## config.mk

```make
export PLATFORM = sky130hd
export DESIGN_NAME = bmp24_stream_decoder
export DESIGN_NICKNAME = d
export VERILOG_FILES = /design/src/sv/bmpdec_pkg.sv /design/src/sv/bmpdec_in_reg.sv /design/src/sv/bmpdec_core.sv /design/src/sv/bmpdec_out_reg.sv /design/src/sv/bmp24_stream_decoder.sv
export SDC_FILE = /design/constraint.sdc
export NUM_CORES = 1
export LEC_CHECK = 0
export BUFFER_PORTS_ARGS = -buffer_cell sky130_fd_sc_hd__buf_2
export CORE_AREA = 2 2 180 138
export CTS_CLUSTER_DIAMETER = 120
export DETAILED_ROUTE_END_ITERATION = 8
export DIE_AREA = 0 0 182 140
export PLACE_DENSITY = 0.68
export SETUP_SLACK_MARGIN = 0.05
export SLEW_MARGIN = 0
export SYNTH_ARGS = -nofsm -noshare
export SYNTH_HDL_FRONTEND = slang
export SYNTH_SLANG_ARGS = --single-unit
```

## constraint.sdc

```tcl
create_clock -name clk -period 6.7 [get_ports clk]
set_clock_uncertainty 0.2 [all_clocks]
set_input_delay 0 -clock clk [delete_from_list [all_inputs] [get_ports clk]]
set_output_delay 0 -clock clk [all_outputs]
set_load 0.05 [all_outputs]
```

## src/sv/bmpdec_pkg.sv

```systemverilog
// bmpdec_pkg: types and constants shared by the 24-bit BMP stream decoder.
// No dependencies; every bmpdec module imports it.
`timescale 1ns / 1ps

package bmpdec_pkg;

  localparam int unsigned CFG_W  = 17;  // max_dimension register width
  localparam int unsigned SIZE_W = 17;  // width / height result fields

  localparam logic [CFG_W-1:0] MAXDIM_RESET = 17'd100000;

  // Header layout
  localparam logic [5:0]  HDR_LAST   = 6'd53;
  localparam logic [5:0]  OFF_MAGIC0 = 6'd0;
  localparam logic [5:0]  OFF_MAGIC1 = 6'd1;
  localparam logic [5:0]  OFF_WIDTH  = 6'd18;
  localparam logic [5:0]  OFF_HEIGHT = 6'd22;
  localparam logic [5:0]  OFF_BPP    = 6'd28;
  localparam logic [7:0]  MAGIC_B    = 8'h42;
  localparam logic [7:0]  MAGIC_M    = 8'h4D;
  localparam logic [15:0] BPP_24     = 16'd24;

  // Byte position inside a BGR triple
  localparam logic [1:0] BYTE_BLUE  = 2'd0;
  localparam logic [1:0] BYTE_GREEN = 2'd1;
  localparam logic [1:0] BYTE_RED   = 2'd2;

  typedef enum logic [1:0] {
    PH_HEADER = 2'd0,
    PH_PIXELS = 2'd1,
    PH_WAIT   = 2'd2
  } phase_t;

  typedef enum logic [1:0] {
    KIND_PIXEL    = 2'd0,
    KIND_HDR_GOOD = 2'd1,
    KIND_HDR_BAD  = 2'd2,
    KIND_TRUNC    = 2'd3
  } kind_t;

  typedef struct packed {
    logic [7:0] data_byte;
    logic       stream_end;
  } in_item_t;

  typedef struct packed {
    logic [1:0]        kind;
    logic [7:0]        red;
    logic [7:0]        green;
    logic [7:0]        blue;
    logic              row_last;
    logic              image_last;
    logic [SIZE_W-1:0] width;
    logic [SIZE_W-1:0] height;
  } out_item_t;

  // Input stage contents handed to the decode core
  typedef struct packed {
    logic     vld;
    in_item_t item;
  } stage_t;

  // Decode core result handed to the output register
  typedef struct packed {
    logic      have;
    out_item_t item;
  } result_t;

endpackage

```

## src/sv/bmpdec_in_reg.sv

```systemverilog
// bmpdec_in_reg: input register stage of the BMP decoder.
// Depends on bmpdec_pkg (in_item_t, stage_t).
`timescale 1ns / 1ps

module bmpdec_in_reg
  import bmpdec_pkg::*;
(
  input  logic     clk,
  input  logic     rst_n,
  input  logic     in_valid,
  output logic     in_stall,
  input  in_item_t in_data,
  input  logic     advance,
  output stage_t   stage
);

  logic     vld_r, vld_nxt;
  in_item_t item_r, item_nxt;
  logic     accept;

  // Stall only while a held byte cannot move on
  assign in_stall = vld_r && !advance;
  assign accept   = in_valid && !in_stall;

  always_comb begin
    vld_nxt  = vld_r;
    item_nxt = item_r;
    if (accept) begin
      vld_nxt  = 1'b1;
      item_nxt = in_data;
    end else if (advance) begin
      vld_nxt = 1'b0;
    end
  end

  always_ff @(posedge clk) begin
    if (!rst_n) begin
      vld_r <= 1'b0;
    end else begin
      vld_r <= vld_nxt;
    end
  end

  always_ff @(posedge clk) begin
    item_r <= item_nxt;
  end

  assign stage.vld  = vld_r;
  assign stage.item = item_r;

  a_hold_when_blocked: assert property (@(posedge clk) disable iff (!rst_n)
    vld_r && !advance |=> vld_r && $stable(item_r))
    else $error("input stage lost or changed a blocked byte");

endmodule

```

## src/sv/bmpdec_core.sv

```systemverilog
// bmpdec_core: header parser, pixel assembler and file state machine.
// Depends on bmpdec_pkg (phase_t, kind_t, stage_t, result_t, constants).
`timescale 1ns / 1ps

module bmpdec_core
  import bmpdec_pkg::*;
#(
  parameter int unsigned DIM_BITS = 17
)(
  input  logic             clk,
  input  logic             rst_n,
  input  stage_t           stage,
  input  logic             advance,
  input  logic [CFG_W-1:0] max_dim,
  output result_t          result
);

  localparam logic [31:0] DIM_MAX = (32'd1 << DIM_BITS) - 32'd1;

  phase_t              phase_r, phase_nxt;
  logic [5:0]          hdr_off_r, hdr_off_nxt;
  logic                magic_r, magic_nxt;
  logic [31:0]         raw_w_r, raw_w_nxt;
  logic [31:0]         raw_h_r, raw_h_nxt;
  logic [15:0]         depth_r, depth_nxt;
  logic [DIM_BITS-1:0] col_r, col_nxt;
  logic [DIM_BITS-1:0] row_r, row_nxt;
  logic [1:0]          bip_r, bip_nxt;
  logic [1:0]          pad_r, pad_nxt;
  logic [7:0]          blue_r, blue_nxt;
  logic [7:0]          green_r, green_nxt;

  logic [7:0]          byte_in;
  logic                last_in;
  logic [1:0]          lane;
  logic                w_ok, h_ok, hdr_good;
  logic [DIM_BITS-1:0] width_d, height_d, col_inc, row_inc;
  logic                done;

  assign byte_in  = stage.item.data_byte;
  assign last_in  = stage.item.stream_end;
  assign width_d  = raw_w_r[DIM_BITS-1:0];
  assign height_d = raw_h_r[DIM_BITS-1:0];
  assign col_inc  = col_r + {{(DIM_BITS-1){1'b0}}, 1'b1};
  assign row_inc  = row_r + {{(DIM_BITS-1){1'b0}}, 1'b1};

  // Sizes are signed 32-bit on file: reject negative, zero and oversize
  assign w_ok = !raw_w_r[31] && (raw_w_r != 32'd0) &&
                (raw_w_r <= {15'd0, max_dim}) && (raw_w_r <= DIM_MAX);
  assign h_ok = !raw_h_r[31] && (raw_h_r != 32'd0) &&
                (raw_h_r <= {15'd0, max_dim}) && (raw_h_r <= DIM_MAX);
  assign hdr_good = magic_r && w_ok && h_ok && (depth_r == BPP_24);

  always_comb begin
    phase_nxt   = phase_r;
    hdr_off_nxt = hdr_off_r;
    magic_nxt   = magic_r;
    raw_w_nxt   = raw_w_r;
    raw_h_nxt   = raw_h_r;
    depth_nxt   = depth_r;
    col_nxt     = col_r;
    row_nxt     = row_r;
    bip_nxt     = bip_r;
    pad_nxt     = pad_r;
    blue_nxt    = blue_r;
    green_nxt   = green_r;
    lane        = 2'(hdr_off_r);
    done        = 1'b0;
    result      = '0;

    case (phase_r)
      PH_HEADER: begin
        if (hdr_off_r == OFF_MAGIC0) begin
          magic_nxt = (byte_in == MAGIC_B);
        end else if (hdr_off_r == OFF_MAGIC1) begin
          magic_nxt = magic_r && (byte_in == MAGIC_M);
        end else if (hdr_off_r >= OFF_WIDTH && hdr_off_r < OFF_WIDTH + 6'd4) begin
          lane = 2'(hdr_off_r - OFF_WIDTH);
          raw_w_nxt[{lane, 3'b000} +: 8] = byte_in;
        end else if (hdr_off_r >= OFF_HEIGHT && hdr_off_r < OFF_HEIGHT + 6'd4) begin
          lane = 2'(hdr_off_r - OFF_HEIGHT);
          raw_h_nxt[{lane, 3'b000} +: 8] = byte_in;
        end else if (hdr_off_r >= OFF_BPP && hdr_off_r < OFF_BPP + 6'd2) begin
          lane = 2'(hdr_off_r - OFF_BPP);
          depth_nxt[{lane[0], 3'b000} +: 8] = byte_in;
        end
        hdr_off_nxt = hdr_off_r + 6'd1;

        if (hdr_off_r >= HDR_LAST) begin
          result.have = 1'b1;
          if (!hdr_good) begin
            result.item.kind = KIND_HDR_BAD;
            phase_nxt        = last_in ? PH_HEADER : PH_WAIT;
            hdr_off_nxt      = '0;
          end else if (last_in) begin
            result.item.kind = KIND_TRUNC;
            hdr_off_nxt      = '0;
          end else begin
            result.item.kind   = KIND_HDR_GOOD;
            result.item.width  = raw_w_r[SIZE_W-1:0];
            result.item.height = raw_h_r[SIZE_W-1:0];
            phase_nxt   = PH_PIXELS;
            hdr_off_nxt = '0;
            col_nxt     = '0;
            row_nxt     = '0;
            bip_nxt     = BYTE_BLUE;
            pad_nxt     = 2'd0;
          end
        end else if (last_in) begin
          result.have      = 1'b1;
          result.item.kind = KIND_HDR_BAD;
          hdr_off_nxt      = '0;
        end
      end

      PH_PIXELS: begin
        if (pad_r != 2'd0) begin
          // Skip row padding
          pad_nxt = pad_r - 2'd1;
          done    = (pad_r == 2'd1) && (row_r >= height_d);
        end else if (bip_r == BYTE_BLUE) begin
          blue_nxt = byte_in;
          bip_nxt  = BYTE_GREEN;
        end else if (bip_r == BYTE_GREEN) begin
          green_nxt = byte_in;
          bip_nxt   = BYTE_RED;
        end else begin
          bip_nxt           = BYTE_BLUE;
          result.have       = 1'b1;
          result.item.kind  = KIND_PIXEL;
          result.item.red   = byte_in;
          result.item.green = green_r;
          result.item.blue  = blue_r;
          col_nxt           = col_inc;
          if (col_inc >= width_d) begin
            col_nxt              = '0;
            row_nxt              = row_inc;
            pad_nxt              = raw_w_r[1:0];
            result.item.row_last = 1'b1;
            if (row_inc >= height_d) begin
              result.item.image_last = 1'b1;
              done = (raw_w_r[1:0] == 2'd0);
            end
          end
        end

        if (done) begin
          phase_nxt = last_in ? PH_HEADER : PH_WAIT;
        end else if (last_in) begin
          // Data still due: report truncation instead of anything else
          result           = '0;
          result.have      = 1'b1;
          result.item.kind = KIND_TRUNC;
          phase_nxt        = PH_HEADER;
        end
      end

      default: begin
        if (last_in) begin
          phase_nxt   = PH_HEADER;
          hdr_off_nxt = '0;
        end
      end
    endcase

    if (!stage.vld) begin
      result.have = 1'b0;
    end
  end

  always_ff @(posedge clk) begin
    if (!rst_n) begin
      phase_r   <= PH_HEADER;
      hdr_off_r <= '0;
      col_r     <= '0;
      row_r     <= '0;
      bip_r     <= BYTE_BLUE;
      pad_r     <= 2'd0;
    end else if (advance) begin
      phase_r   <= phase_nxt;
      hdr_off_r <= hdr_off_nxt;
      col_r     <= col_nxt;
      row_r     <= row_nxt;
      bip_r     <= bip_nxt;
      pad_r     <= pad_nxt;
    end
  end

  always_ff @(posedge clk) begin
    if (advance) begin
      magic_r <= magic_nxt;
      raw_w_r <= raw_w_nxt;
      raw_h_r <= raw_h_nxt;
      depth_r <= depth_nxt;
      blue_r  <= blue_nxt;
      green_r <= green_nxt;
    end
  end

  a_end_restarts: assert property (@(posedge clk) disable iff (!rst_n)
    advance && stage.item.stream_end |=> phase_r == PH_HEADER && hdr_off_r == 6'd0)
    else $error("end of file did not restart the header parser");

  a_pixel_on_red: assert property (@(posedge clk) disable iff (!rst_n)
    result.have && result.item.kind == KIND_PIXEL |->
      phase_r == PH_PIXELS && bip_r == BYTE_RED && pad_r == 2'd0)
    else $error("pixel emitted outside the red byte");

  a_hdr_status_pos: assert property (@(posedge clk) disable iff (!rst_n)
    result.have && result.item.kind == KIND_HDR_GOOD |->
      phase_r == PH_HEADER && hdr_off_r == HDR_LAST && !stage.item.stream_end)
    else $error("header good emitted at the wrong offset");

endmodule

```

## src/sv/bmpdec_out_reg.sv

```systemverilog
// bmpdec_out_reg: result register of the BMP decoder.
// Depends on bmpdec_pkg (result_t, out_item_t).
`timescale 1ns / 1ps

module bmpdec_out_reg
  import bmpdec_pkg::*;
(
  input  logic      clk,
  input  logic      rst_n,
  input  result_t   result,
  input  logic      advance,
  output logic      out_valid,
  input  logic      out_stall,
  output out_item_t out_data
);

  logic      vld_r, vld_nxt;
  out_item_t data_r, data_nxt;
  logic      load;

  assign load = advance && result.have;

  always_comb begin
    vld_nxt  = vld_r && out_stall;
    data_nxt = data_r;
    if (load) begin
      vld_nxt  = 1'b1;
      data_nxt = result.item;
    end
  end

  always_ff @(posedge clk) begin
    if (!rst_n) begin
      vld_r <= 1'b0;
    end else begin
      vld_r <= vld_nxt;
    end
  end

  always_ff @(posedge clk) begin
    data_r <= data_nxt;
  end

  assign out_valid = vld_r;
  assign out_data  = data_r;

  a_no_overwrite: assert property (@(posedge clk) disable iff (!rst_n)
    load |-> !vld_r || !out_stall)
    else $error("pending result overwritten");

endmodule

```

## src/sv/bmp24_stream_decoder.sv

```systemverilog
// bmp24_stream_decoder: top level of the 24-bit uncompressed BMP decoder.
// Depends on bmpdec_pkg, bmpdec_in_reg, bmpdec_core and bmpdec_out_reg.
//
//   channel | dir | handshake          | payload
//   --------+-----+--------------------+--------------------------------------
//   in_     | in  | in_valid/in_stall  | in_item_t: data_byte, stream_end
//   out_    | out | out_valid/out_stall| out_item_t: kind, rgb, marks, sizes
//   cfg_    | in  | cfg_valid/cfg_ready| max_dimension, 17 bits
//
// One byte per cycle sustained while out_stall is low; a byte is held in the
// input register, and its result (if any) is loaded into the result register
// when that byte advances, which raises out_valid.
// The rate is set by the single decode step between the two registers.
// Reset (synchronous, rst_n low) returns to header parsing with
// max_dimension at 100000. A stalled result holds the output register; at
// most one more byte is taken into the input register, then in_stall rises.
`timescale 1ns / 1ps

module bmp24_stream_decoder
  import bmpdec_pkg::*;
#(
  parameter int unsigned DIM_BITS = 17
)(
  input  logic             clk,
  input  logic             rst_n,
  input  logic             in_valid,
  output logic             in_stall,
  input  in_item_t         in_data,
  output logic             out_valid,
  input  logic             out_stall,
  output out_item_t        out_data,
  input  logic             cfg_valid,
  output logic             cfg_ready,
  input  logic [CFG_W-1:0] cfg_data
);

  logic [CFG_W-1:0] max_dim_r, max_dim_nxt;
  stage_t           stage;
  result_t          result;
  logic             advance;

  // Configuration write: always ready, one transaction per cycle
  assign cfg_ready   = 1'b1;
  assign max_dim_nxt = (cfg_valid && cfg_ready) ? cfg_data : max_dim_r;

  always_ff @(posedge clk) begin
    if (!rst_n) begin
      max_dim_r <= MAXDIM_RESET;
    end else begin
      max_dim_r <= max_dim_nxt;
    end
  end

  // Advance the held byte whenever the result register can take a result
  assign advance = stage.vld && (!out_valid || !out_stall);

  bmpdec_in_reg u_in_reg (
    .clk      (clk),
    .rst_n    (rst_n),
    .in_valid (in_valid),
    .in_stall (in_stall),
    .in_data  (in_data),
    .advance  (advance),
    .stage    (stage)
  );

  bmpdec_core #(
    .DIM_BITS (DIM_BITS)
  ) u_core (
    .clk     (clk),
    .rst_n   (rst_n),
    .stage   (stage),
    .advance (advance),
    .max_dim (max_dim_r),
    .result  (result)
  );

  bmpdec_out_reg u_out_reg (
    .clk       (clk),
    .rst_n     (rst_n),
    .result    (result),
    .advance   (advance),
    .out_valid (out_valid),
    .out_stall (out_stall),
    .out_data  (out_data)
  );

endmodule

```

## Yosys cells after proc, flatten, opt, wreduce, memory -nomap -nowiden

Index checks and enable logic that the tools add are counted.

| cells by class | value |
|---|---|
| $add $sub $neg | 10 |
| order comparisons | 14 |
| equality and inequality tests | 18 |
| shift operators | 6 |
| mux-type cells | 67 |
| bitwise logic cells | 7 |
| reductions and logical operators | 49 |

Operators by type and width:

| kind | number |
|---|---|
| 17-bit 2-to-1 mux | 11 |
| 63-bit 2-to-1 mux | 2 |
| 34-bit 2-to-1 mux | 3 |
| 29-bit 2-to-1 mux | 3 |
| 17-bit case mux with 2 select lines | 2 |
| 34-bit case mux with 2 select lines | 1 |
| 32-bit bitwise mux | 2 |
| 32-bit by 17-bit <= comparator with 1-bit output | 2 |
| 32-bit by 17-bit <= comparator with 1-bit output, second input constant | 2 |
| 32-bit nonzero test | 2 |
| 8-bit by 7-bit variable shift with 32-bit output, first input constant | 2 |
| 8-bit by 7-bit variable part select with 32-bit output | 2 |
| 17-bit greater-or-equal comparator | 3 |
| 2-bit 2-to-1 mux | 19 |
| 17-bit by 1-bit adder with 17-bit output, second input constant | 2 |
| 1-bit logical AND | 19 |
| 6-bit by 5-bit greater-or-equal comparator with 1-bit output, second input constant | 3 |
| 6-bit by 5-bit less-than comparator with 1-bit output, second input constant | 3 |
| 6-bit 2-to-1 mux | 3 |
| 16-bit bitwise mux | 1 |
| 16-bit by 5-bit equality test with 1-bit output, second input constant | 1 |
| 8-bit by 7-bit equality test with 1-bit output, second input constant | 2 |
| 8-bit AND reduction | 2 |
| 8-bit by 6-bit variable shift with 16-bit output, first input constant | 1 |
| other kinds (32) | 78 |

| word-level totals | value |
|---|---|
| bits in registers | 233 |
| input bits | 31 |
| output and inout bits | 65 |

## Logic depth before layout (Yosys ltp)

Gate-level depths: netlist of run 1.

| logic depth | value |
|---|---|
| word-level depth | 13 |
| mapped depth | 18 |
| depth with buffers taken out | 16 |

## Hierarchy

A second synthesis of run 1 with hierarchy kept.

| unflattened totals | value |
|---|---|
| cell total of the unflattened synthesis | 1063 |
| area, all modules | 11644.9 µm² |

By module, submodules not included:

| module | instances | cells each | area each (µm²) |
|---|---|---|---|
| bmpdec_core | 1 | 926 | 8760.9 |
| bmpdec_out_reg | 1 | 66 | 1903.1 |
| bmp24_stream_decoder | 1 | 57 | 655.6 |
| bmpdec_in_reg | 1 | 14 | 325.3 |

## Worst setup path after synthesis of run 1

Ideal clock, no wire load.

| timing path | value |
|---|---|
| path kind | reg2reg |
| from | register u_core.raw_h_r[12] |
| to | register u_out_reg.data_r (netlist bit u_out_reg.out_data[0]), enable pin |
| setup time | 0.504 ns |
| arrival time | 4.894 ns |
| required time | 5.996 ns |
| path slack | 1.102 ns |
| cell stages (with the launch flop) | 10 |
| period minus slack after synthesis | 5.598 ns |
| path through | edfxtp_1 inv_1 ha_1 a21oi_1 o21ai_1 a2111oi_0 a211oi_1 o311ai_1 a21oi_1 a21oi_1 |

| on the way | value |
|---|---|
| longest elaborated chain between the ends | 11 |
| elaborated cells on any way between the ends | 13 |
| those cells by class | order compare: 2; mux: 9; reduce/logical: 2 |

Ends and longest elaborated chain:

| what | RTL line | RTL |
|---|---|---|
| from (decl) | bmpdec_core.sv:24 | `logic [31:0] raw_h_r, raw_h_nxt;` |
| from (signal assigned) | bmpdec_core.sv:193 | `raw_h_r <= raw_h_nxt;` |
| 17-bit greater-or-equal comparator | bmpdec_core.sv:140 | `if (row_inc >= height_d) begin` |
| 1-bit 2-to-1 mux | bmpdec_core.sv:140 |  |
| 1-bit 2-to-1 mux | bmpdec_core.sv:135 | `if (col_inc >= width_d) begin` |
| 1-bit 2-to-1 mux | bmpdec_core.sv:124 | `end else if (bip_r == BYTE_GREEN) begin` |
| 1-bit 2-to-1 mux | bmpdec_core.sv:121 | `end else if (bip_r == BYTE_BLUE) begin` |
| 1-bit 2-to-1 mux * | bmpdec_core.sv:117 | `if (pad_r != 2'd0) begin` |
| 1-bit 2-to-1 mux * | bmpdec_core.sv:71 | `case (phase_r)` |
| 63-bit 2-to-1 mux * | bmpdec_core.sv:147 | `if (done) begin` |
| 3-bit case mux with 2 select lines * | bmpdec_core.sv:71 |  |
| 1-bit 2-to-1 mux * | bmpdec_core.sv:166 | `if (!stage.vld) begin` |
| 1-bit logical AND * | bmpdec_out_reg.sv:21 | `assign load = advance && result.have;` |
| named net u_out_reg.load | bmpdec_out_reg.sv:19 | `logic load;` |
| to (signal assigned) | bmpdec_out_reg.sv:41 | `data_r <= data_nxt;` |
| to (decl) | bmpdec_out_reg.sv:18 | `out_item_t data_r, data_nxt;` |

Mark *: on every way through the listed nets, which the timed path passes. The rest lies on a longest branch. The select of a mux whose other input is x is not followed.
A chain may end at the register's enable or synchronous reset.

## Worst setup path after layout of run 1

| timing path | value |
|---|---|
| from | register u_core.col_r[0] |
| to | register u_core.row_r[5] |

| on the way | value |
|---|---|
| longest elaborated chain between the ends | 4 |

Ends and longest elaborated chain:

| what | RTL line | RTL |
|---|---|---|
| from (decl) | bmpdec_core.sv:26 | `logic [DIM_BITS-1:0] col_r, col_nxt;` |
| from (signal assigned) | bmpdec_core.sv:182 | `col_r <= col_nxt;` |
| 17-bit by 1-bit adder with 17-bit output | bmpdec_core.sv:44 | `assign col_inc = col_r + {{(DIM_BITS-1){1'b0}}, 1'b1};` |
| 17-bit greater-or-equal comparator | bmpdec_core.sv:135 |  |
| 2-bit by 1-bit inequality test with 1-bit output (no line) | -- |  |
| 9-bit AND reduction (no line) | -- |  |
| to (signal assigned) | bmpdec_core.sv:183 | `row_r <= row_nxt;` |
| to (decl) | bmpdec_core.sv:27 | `logic [DIM_BITS-1:0] row_r, row_nxt;` |

Every way passes these cells.

==> results of run 1 <==
## registers in the layout, summed over array words and instances, names as in the netlist
name and count:
u_core.depth_r 16, u_core.bip_r 2, u_in_reg.stage 9, u_core.magic_r 1
u_core.green_r 8, u_out_reg.out_valid 1, u_core.pad_r 2, u_core.blue_r 8
u_core.hdr_off_r 6, u_core.col_r 17, u_out_reg.out_data 62, u_core.raw_w_r 32
u_core.row_r 17, u_in_reg.vld_r 1, u_core.raw_h_r 32, max_dim_r 17
u_core.phase_r 2
## layer usage
layer  GRT usage, %  wire [µm]  share of wire (%)  vias up
met5              0          0                  0        -
met4           7.05        821                2.7        0
met3           4.86       2540                8.4       54
met2           35.5      12800                 42      417
met1           35.3      14200                 47     4194
li1               -          -                  -     4235
## placed cells by master, fill, tap and decap left out, types with 5 or more instances in the layout
cell / Yosys / routed
mux2i_1: 13 / 13
nor4_1: 25 / 25
nand3_1: 30 / 30
xor2_1: 13 / 13
nand4_1: 30 / 30
o211a_1: 5 / 5
nor2_1: 104 / 104
ha_1: 94 / 94
clkbuf_16: 0 / 29
and2_1: 48 / 48
edfxtp_1: 168 / 168
and3_1: 34 / 34
inv_1: 82 / 82
a21o_1: 11 / 11
buf_4: 6 / 7
a31oi_1: 15 / 15
nor2b_1: 10 / 10
dfxtp_1: 65 / 65
o211ai_1: 15 / 15
dlygate4sd3_1: 0 / 63
or4_1: 6 / 6
o21ai_0: 20 / 20
o21ai_1: 17 / 17
nand2b_1: 6 / 6
buf_2: 1 / 94
xnor2_1: 21 / 21
nor3_1: 14 / 13
a21oi_1: 50 / 49
nand2_1: 72 / 72
## area by class of cell
| class | count | share of cell area [%] |
|---|---|---|
| Clock inverter | 15 | 1.01 |
| Sequential cell | 233 | 45.5 |
| Tap cell | 306 | 2.74 |
| Clock buffer | 32 | 5.35 |
| Multi-Input combinational cell | 722 | 34.9 |
| Inverter | 83 | 2.23 |
| Timing Repair Buffer | 164 | 8.26 |
## stage by stage
stage          worst slack, ns  cell area, µm²  total power, mW
6_report                  1.69           14000             3.21
5_1_grt                   1.35           14000             3.30
4_1_cts                   1.78           14000             3.22
3_5_place_dp              1.80           12400             1.73
3_3_place_gp              1.96           12400             1.72
2_1_floorplan             1.10           11700             1.68
## worst min-delay path by stage
stage	depth (start not counted)	slack [ns]	startpoint	endpoint
2_1_floorplan	0	-0.10	in_data[0]	u_in_reg.stage[0]
3_3_place_gp	1	-0.02	in_data[6]	u_in_reg.stage[6]
3_5_place_dp	1	-0.02	in_data[7]	u_in_reg.stage[7]
4_1_cts	2	0.28	u_core.col_r[15]	u_core.col_r[15]
5_1_grt	2	0.32	u_core.col_r[15]	u_core.col_r[15]
6_report	1	0.28	u_core.bip_r[0]	u_core.bip_r[0]
## timing repair
item                       4_1_cts  5_1_grt
resized for setup                0        0
setup endpoints to repair        0        0
hold endpoints to repair        61        0
hold buffers                    63        0
buffers inserted                 0        0
## report_power, final
part / total [mW] / internal [mW] / leakage (nW) / switching [mW]
combinational: 0.164 / 0.0640 / 3.25 / 0.100
sequential: 1.57 / 1.55 / 2.22 / 0.0146
clock: 1.48 / 0.873 / 0.441 / 0.604
## kinds of logic after synthesis
group | after synthesis
xor+xnor | 34
other cells | 1
flops | 233
fa+ha+maj | 94
simple gates | 401
mux | 14
compound gates | 178
buf+inv | 125
## worst max-delay path, stage by stage, from the launching register on
cell and delay (ns):
dfxtp_1 0.43, ha_1 0.25, nand3_1 0.16, or2_1 0.35
or3_1 0.49, nor3_1 0.25, xor2_1 0.12, ha_1 0.33
nand4_1 0.17, nor2_1 0.18, o311ai_1 0.14, o211ai_1 0.23
nand4_1 0.73, o21ai_4 0.53, o211ai_1 0.15, and3_1 0.19
==> metrics.txt, run 1 <==
status=finished clean; GR Overflow Total=0; Starting Density=~49%; Die Area=approximately 25000 µm²; row count=49; Post-Synth Simple-Gate Area=roughly 18%; worst slew pin tran=~1.1 ns; setup tns final=0 ns; CTS Buffer Depth=3; CP Launch Type=flop; Worst Setup End Kind=flop; Post-Syn Area per Cell=10.8 µm²; Post-Synth XOR/XNOR Area=under 10%; CP endpoint=u_core.row_r[5]; Synth top cells by count=168 x edfxtp_1, 104 x nor2_1, 94 x ha_1; Lkg Pwr=approximately 5.9 nW; Syn Nets=between 1000 and 1500; Sequential Area=between 6000 and 7000 µm²; CTS H-Tree Depth=1; asr flop ratio synth=0%; fillcell total=about 2000; vias in the first global route=8491; Post-Syn Instances=around 1100; layout cells sized above 1=approximately an eighth; vias per cell=~5.7; Peak Freq=0.200 GHz; WL/cell=~20 µm; worst endpoint required time=6.93 ns; nets=around 1400; final wirelength=30400 µm; placed instance count=about 1400; number of remaining DRC errors=0; CP arrival=about 5.2 ns; WS Path Type=flop to flop; Area growth, synth to finish=19.3%; CTS tree=done; post-synth top area cell=edfxtp_1; routability cong.=approximately 0.85; Seq/Total Area, Yosys=a little over half; post-synth cell types=70; Max VDD drop=slightly below 0.0002 V; Multi-input gate area=approximately 4900 µm²; Syn. warnings=0; Setup-failing EPs final=0; post-route clock period utilization=about three quarters; Reg2Reg Depth=15; antenna cells=0; Clock Latency Late Sink=0.54 ns; HPWL Detailed=about 21000 µm; worst reg2reg setup slack=roughly 1.7 ns; P per Cell Area=230 nW/µm²; most frequent cell after synthesis=edfxtp_1; clk sinks=233; mux cell area share after synthesis=1.21%; Period minus WS final=5.01 ns; DRT antenna net count=0; DR pass1 iterations=5; final core occ=between 50% and 60%; Final Hold Fails=0; R2R Path Start=u_core.col_r[0]; post-synthesis adder-cell area fraction=10.1%; hold crit path type=flop to flop; Pins Over Slew Limit=0; clock root buffer master=clkbuf_16; initial antenna violation count=1; hold_ws=about 0.28 ns; RSZ-0062 raised after global routing=false; Mapped Area=11700 µm²; vias after detailed routing=around 9000; Core ar.=23700 µm²; first-pass GRT wire length=roughly 47000 µm; Port Buffers=94; Post-synth EDFFs=roughly 170; critical-path maximum fanout=16; largest net degree at the start of global routing=36; DIE WIDTH=~180 µm; top cell type's share of synthesized area=between 40% and 50%; total CTS buffers=26; main combinational cell family by area after synthesis=simple AND/OR/NAND/NOR gates; Die Ht=around 140 µm; ys flop type=edfxtp_1; # IOs=96; #FFs+latches synth=233; clock slew at reported path FFs=0.06 ns; Tot GR Track Use=between 20% and 30%; total of max-cap violations=0; top cells by area, synth=edfxtp_1 43%, dfxtp_1 11%, ha_1 10%, nor2_1 3.3%, inv_1 2.6%; DRT iter0 DRCs=~820; Slew HR=roughly 25%; worst flop-to-flop path endpoint=u_core.row_r[5]; non-filler instance count after layout=about 1600; crit path from=u_core.col_r[0]; Synth Area in Compound Gates=between 10% and 20%
Note: power is estimated with default switching activity, not from simulation.
==> run 2, diff against run 1 <==
Clock period 6.7 ns to 4.97 ns, I/O delays scaled along.
==> run 2 against run 1 <==
Global-route usage grew 0.40 points. Highest routed layer unchanged. Die area is the same. Via count is 0.69% higher. Final cell count rose by 0.26%. Non-clock buffer count is 7 higher.
==> metrics.txt, run 2 (synthesis results as in run 1) <==
most frequent cells in the layout=168 x edfxtp_1, 103 x nor2_1, 94 x ha_1, 94 x buf_2, 82 x inv_1 (was 168 x edfxtp_1, 104 x nor2_1, 94 x ha_1, 94 x buf_2, 82 x inv_1); DR pass1 iterations=7 (was 5); Period minus WS final=4.46 ns (was 5.01 ns); largest net degree at the start of global routing=35 (was 36); P per Cell Area=292 nW/µm² (was 230 nW/µm²); CP Launch Type=flop (unchanged); clock root buffer master=clkbuf_16 (unchanged); Max VDD drop=0.000289 V (was 0.000195 V); Core ar.=23700 µm² (unchanged); final core occ=58.6% (was 59.0%); WS Path Type=flop to flop (unchanged); first-pass GRT wire length=48300 µm (was 47200 µm); nets=1360 (was 1355); antenna cells=0 (unchanged); HPWL Detailed=21600 µm (was 21200 µm); DIE WIDTH=182 µm (unchanged); number of remaining DRC errors=0 (unchanged); sink of the worst hold path=u_core.bip_r[0] (unchanged); HP Start=u_core.bip_r[0] (unchanged); DRT antenna net count=0 (unchanged); RSZ-0062 raised after global routing=false (unchanged); layout cells sized above 1=12.6% (was 12.7%); Peak Freq=0.224 GHz (was 0.200 GHz); CTS H-Tree Depth=1 (unchanged); Tot GR Track Use=24.2% (was 23.8%); clock share of power=42.3% (was 46.0%); CTS Buffer Depth=3 (unchanged); setup bufs post-CTS=0 (unchanged); CP arrival=4.65 ns (was 5.23 ns); Lkg Pwr=5.89 nW (was 5.91 nW); worst slew pin tran=1.00 ns (was 1.12 ns); worst endpoint required time=5.15 ns (was 6.93 ns); hold_ws=0.281 ns (was 0.280 ns); Reg2Reg Depth=16 (was 15); # IOs=96 (unchanged); switching share of total power=22.3% (was 22.4%); status=finished clean (unchanged); Die Ht=140 µm (unchanged); hold crit path type=flop to flop (unchanged); vias after detailed routing=8961 (was 8900); Port Buffers=94 (unchanged); total CTS buffers=24 (was 26); GR Overflow Total=0 (unchanged); fillcell total=1972 (was 1942); R2R Path Start=u_core.col_r[0] (unchanged); Reg power frac=52.3% (was 48.9%); setup tns final=0 ns (unchanged); worst flop-to-flop path endpoint=u_out_reg.out_data[48] (was u_core.row_r[5]); Starting Density=49.4% (unchanged); Hold Path Depth=1 (unchanged); clk sinks=233 (unchanged); Worst Setup End Kind=flop (unchanged); Area growth, synth to finish=18.5% (was 19.3%); final wirelength=30800 µm (was 30400 µm); critical-path maximum fanout=24 (was 16); vias per cell=5.75 (was 5.72); post-route clock period utilization=89.8% (was 74.7%); worst reg2reg setup slack=0.51 ns (was 1.69 ns); most common cell after layout, fill and taps aside=edfxtp_1 (unchanged); routability cong.=0.920 (was 0.855); P_sw=0.903 mW (was 0.719 mW); total of max-cap violations=0 (unchanged); Pwr Total=4.04 mW (was 3.21 mW); row count=49 (unchanged); WL/cell=19.7 µm (was 19.5 µm); Pins Over Slew Limit=0 (unchanged); clock slew at reported path FFs=0.06 ns (about the same); Die Area=25500 µm² (unchanged); vias in the first global route=8666 (was 8491); Slew HR=33.2% (was 25.0%); initial antenna violation count=0 (was 1); DRT iter0 DRCs=873 (was 816); max reg flops=62 (unchanged); Comb power frac=5.4% (was 5.1%); Final Hold Fails=0 (unchanged); CTS tree=done (unchanged); Pint=3.14 mW (was 2.49 mW); Setup-failing EPs final=0 (unchanged); Clock Latency Late Sink=0.53 ns (was 0.54 ns)
==> run 2: cell count changes in the layout (fill, tap and decap cells not counted), sizes merged <==
cell      delta
bufinv       -1
inv          -5
clkinvlp     +1
clkinv       +3
buf          +7
clkbuf       -1
==> run 2: layout make-up <==
class | instances | area [µm²] | share of cell area [%]
Clock buffer | 31 | 637 | 4.59
Clock inverter | 13 | 100 | 0.722
Inverter | 83 | 312 | 2.25
Multi-Input combinational cell | 722 | 4880 | 35.2
Sequential cell | 233 | 6350 | 45.8
Tap cell | 306 | 383 | 2.76
Timing Repair Buffer | 171 | 1210 | 8.70
==> run 2: metrics by stage <==
stage	std cells	setup WS (ns)	instance area [µm²]
2_1_floorplan	1080	0.765	11700
3_3_place_gp	1452	0.694	12500
3_5_place_dp	1452	0.490	12500
4_1_cts	1559	0.458	13900
5_1_grt	1559	0.123	13900
6_report	1559	0.508	13900
==> run 2: what timing repair did <==
item | 4_1_cts | 5_1_grt
setup endpoints to repair | 0 | 24
hold buffers | 63 | 0
endpoints found under the hold margin | 63 | 0
resized for setup | 0 | 2
==> run 2: power groups by stage <==
stage / Combinational (mW) / Clock, mW / Sequential (mW)
6_report: 0.218 / 1.71 / 2.11
2_1_floorplan: 0.107 / 0 / 2.16
5_1_grt: 0.240 / 1.82 / 2.11
3_5_place_dp: 0.171 / 0 / 2.15
4_1_cts: 0.214 / 1.74 / 2.11
3_3_place_gp: 0.168 / 0 / 2.15
==> run 2: metal layers <==
layer	global-route usage, %	wire length [µm]	up-vias
li1	-	-	4244
met1	35.4	14200	4252
met2	36.7	13100	395
met3	4.94	2640	70
met4	7.09	876	0
met5	0	0	-
==> run 2: how the worst max path moves through the flow <==
stage / from / endpoint / slack [ns] / cells after the start
after floorplan: u_core.raw_h_r[12] / u_out_reg.out_data[0] / 0.77 / 9
after global placement: u_core.row_r[0] / u_out_reg.out_data[38] / 0.69 / 17
after detailed placement: u_core.row_r[0] / u_out_reg.out_data[48] / 0.49 / 17
after CTS: u_core.row_r[0] / u_out_reg.out_data[48] / 0.46 / 17
after global routing: u_core.row_r[0] / u_out_reg.out_data[48] / 0.12 / 17
final: u_core.col_r[0] / u_out_reg.out_data[48] / 0.51 / 16
==> run 2: worst max-delay path, stage by stage, from the launching register on <==
cell,delay (ns)
dfxtp_1,0.42
ha_1,0.24
nand3_1,0.17
or2_1,0.36
or3_1,0.49
nor3_1,0.25
xor2_1,0.12
ha_1,0.34
nand4_1,0.15
nor2_1,0.17
o311ai_1,0.13
o211ai_1,0.18
nand3_1,0.17
o31a_1,0.31
a21oi_1,0.16
buf_4,0.25
and3_1,0.21
==> run 3, diff against run 2 <==
Settings changed: CORE_AREA 2 2 180 138 to 2 2 140 177, DIE_AREA 0 0 182 140 to 0 0 142 179.
==> run 3 against run 2 <==
Largest cell class unchanged. Flip-flop and latch count unchanged. Sequential share of layout area decreased by 0.19 points. Non-clock buffer count decreased by 3. Worst hold slack got worse by 0.00085 ns. Maximum frequency decreased by 1.5%. Via count decreased by 0.47%. Total power increased by 3.8%. Die area decreased by 0.24%.
==> metrics.txt, run 3 (synthesis results as in run 1) <==
Top Family by Delay on Critical Path=simple AND/OR/NAND/NOR gates (unchanged); worst endpoint required time=5.16 ns (was 5.15 ns); Worst Setup End Kind=flop (unchanged); antenna cells=0 (unchanged); CP arrival=4.72 ns (was 4.65 ns); total of max-cap violations=0 (unchanged); Lkg Pwr=5.92 nW (was 5.89 nW); Starting Density=48.9% (was 49.4%); Die Area=25400 µm² (was 25500 µm²); CTS Buffer Depth=3 (unchanged); Die Ht=179 µm (was 140 µm); Peak Freq=0.221 GHz (was 0.224 GHz); vias in the first global route=9031 (was 8666); switching share of total power=21.5% (was 22.3%); clock share of power=44.5% (was 42.3%); total CTS buffers=24 (unchanged); WL/cell=19.8 µm (was 19.7 µm); row count=64 (was 49); Reg2Reg Depth=17 (was 16); post-route clock period utilization=91.1% (was 89.8%); vias per cell=5.77 (was 5.75); Clock Latency Late Sink=0.52 ns (was 0.53 ns); CP Launch Type=flop (unchanged); cell mode on critical path=and3_1; initial antenna violation count=1 (was 0); P_sw=0.903 mW (about the same); largest net degree at the start of global routing=64 (was 35); number of remaining DRC errors=0 (unchanged); worst reg2reg setup slack=0.44 ns (was 0.51 ns); routability cong.=0.933 (was 0.920); Pwr Total=4.20 mW (was 4.04 mW); DIE WIDTH=142 µm (was 182 µm); WS Path Type=flop to flop (unchanged); CTS H-Tree Depth=1 (unchanged); status=finished clean (unchanged); largest stage delay on the critical path=0.42 ns (was 0.49 ns); DRT iter0 DRCs=591 (was 873); Setup-failing EPs final=0 (unchanged); GR Overflow Total=0 (unchanged); Crit-path slowest cell=dfxtp_1 (was or3_1); max reg flops=62 (unchanged); setup tns final=0 ns (unchanged); clk sinks=233 (unchanged); HP Start=u_core.bip_r[0] (unchanged); Area growth, synth to finish=19.0% (was 18.5%); # IOs=96 (unchanged); fin area=13900 µm² (about the same); most common cell after layout, fill and taps aside=edfxtp_1 (unchanged); Worst Path Buf+Inv=1 (unchanged); Reg power frac=50.4% (was 52.3%); Slew HR=26.4% (was 33.2%); P per Cell Area=301 nW/µm² (was 292 nW/µm²); Max VDD drop=0.000257 V (was 0.000289 V); vias after detailed routing=8919 (was 8961); sink of the worst hold path=u_core.bip_r[0] (unchanged); Pins Over Slew Limit=0 (unchanged); DR pass1 iterations=5 (was 7); hold crit path type=flop to flop (unchanged); HPWL Detailed=21600 µm (about the same); Tot GR Track Use=24.4% (was 24.2%); DRT antenna net count=0 (unchanged); Area after DPL=12500 µm² (about the same); Hold Path Depth=1 (unchanged); Core ar.=23900 µm² (was 23700 µm²); Comb power frac=5.2% (was 5.4%); worst slew pin tran=1.10 ns (was 1.00 ns); clock slew at reported path FFs=0.07 ns (was 0.06 ns); Port Buffers=94 (unchanged); final wirelength=30600 µm (was 30800 µm); critical-path maximum fanout=24 (unchanged); first-pass GRT wire length=47700 µm (was 48300 µm); CTS tree=done (unchanged); worst flop-to-flop path endpoint=u_out_reg.out_data[51] (was u_out_reg.out_data[48]); Period minus WS final=4.53 ns (was 4.46 ns); Final Hold Fails=0 (unchanged); most frequent cells in the layout=168 x edfxtp_1, 103 x nor2_1, 94 x ha_1, 94 x buf_2, 82 x inv_1 (unchanged); Pint=3.29 mW (was 3.14 mW); R2R Path Start=u_core.row_r[0] (was u_core.col_r[0]); nets=1357 (was 1360); layout cells sized above 1=12.8% (was 12.6%); RSZ-0062 raised after global routing=false (unchanged); clock root buffer master=clkbuf_16 (unchanged); CP Cell Sequence=ha_1, and3_1, nand3_1, nor2_2, and3_1, and3_1, xor2_1, ha_1, nand4_1, nor3_1, o311ai_0, nand3_1, nand3_1, o31a_1, a21oi_1, buf_4, and3_1 (was ha_1, nand3_1, or2_1, or3_1, nor3_1, xor2_1, ha_1, nand4_1, nor2_1, o311ai_1, o211ai_1, nand3_1, o31a_1, a21oi_1, buf_4, and3_1)
[run 3: how the worst max path moves through the flow]
stage	start	depth (start not counted)	endpoint
2_1_floorplan	u_core.raw_h_r[12]	9	u_out_reg.out_data[0]
3_3_place_gp	u_core.row_r[0]	17	u_out_reg.out_data[36]
3_5_place_dp	u_core.row_r[0]	17	u_out_reg.out_data[48]
4_1_cts	u_core.row_r[0]	17	u_out_reg.out_data[52]
5_1_grt	u_core.row_r[0]	17	u_out_reg.out_data[43]
6_report	u_core.row_r[0]	17	u_out_reg.out_data[51]
[run 3: area by class of cell]
| type | instances | area (µm²) |
|---|---|---|
| multi-input cells | 722 | 4880 |
| flip-flops and latches | 233 | 6350 |
| repair buffers | 168 | 1200 |
| fillers | 1954 | 10000 |
| inverters | 83 | 312 |
| well taps | 297 | 372 |
| clock inverters | 12 | 154 |
| clock buffers | 31 | 668 |
[run 3: metal layers]
layer,vias to the layer above,GRT usage [%],part of all wire [%]
li1,4227,-,-
met1,4300,29.2,40
met2,300,44.2,51
met3,92,3.18,5.5
met4,0,9.96,3.9
met5,-,0,0
[run 3: repair_timing]
| item | in CTS | in global routing |
|---|---|---|
| hold endpoints to repair | 61 | 0 |
| hold buffers | 63 | 0 |
| setup buffers | 0 | 0 |
| resized for setup | 0 | 1 |
| endpoints found under the setup margin | 0 | 23 |
[run 3: power by group through the flow]
stage / logic, mW / registers [mW] / clock network, mW
after floorplan: 0.107 / 2.16 / 0
after global placement: 0.164 / 2.15 / 0
after detailed placement: 0.168 / 2.15 / 0
after CTS: 0.211 / 2.11 / 1.90
after global routing: 0.236 / 2.11 / 1.96
final: 0.216 / 2.11 / 1.87
[run 3: per-stage QoR]
stage	std cells	util, %	worst slack (ns)	hold slack (ns)
3_3_place_gp	1440	52.1	0.669	-0.0234
4_1_cts	1546	58.2	0.457	0.282
6_report	1546	58.2	0.442	0.281
3_5_place_dp	1440	52.1	0.480	-0.0219
5_1_grt	1546	58.2	0.0597	0.307
2_1_floorplan	1080	-	0.765	-0.101
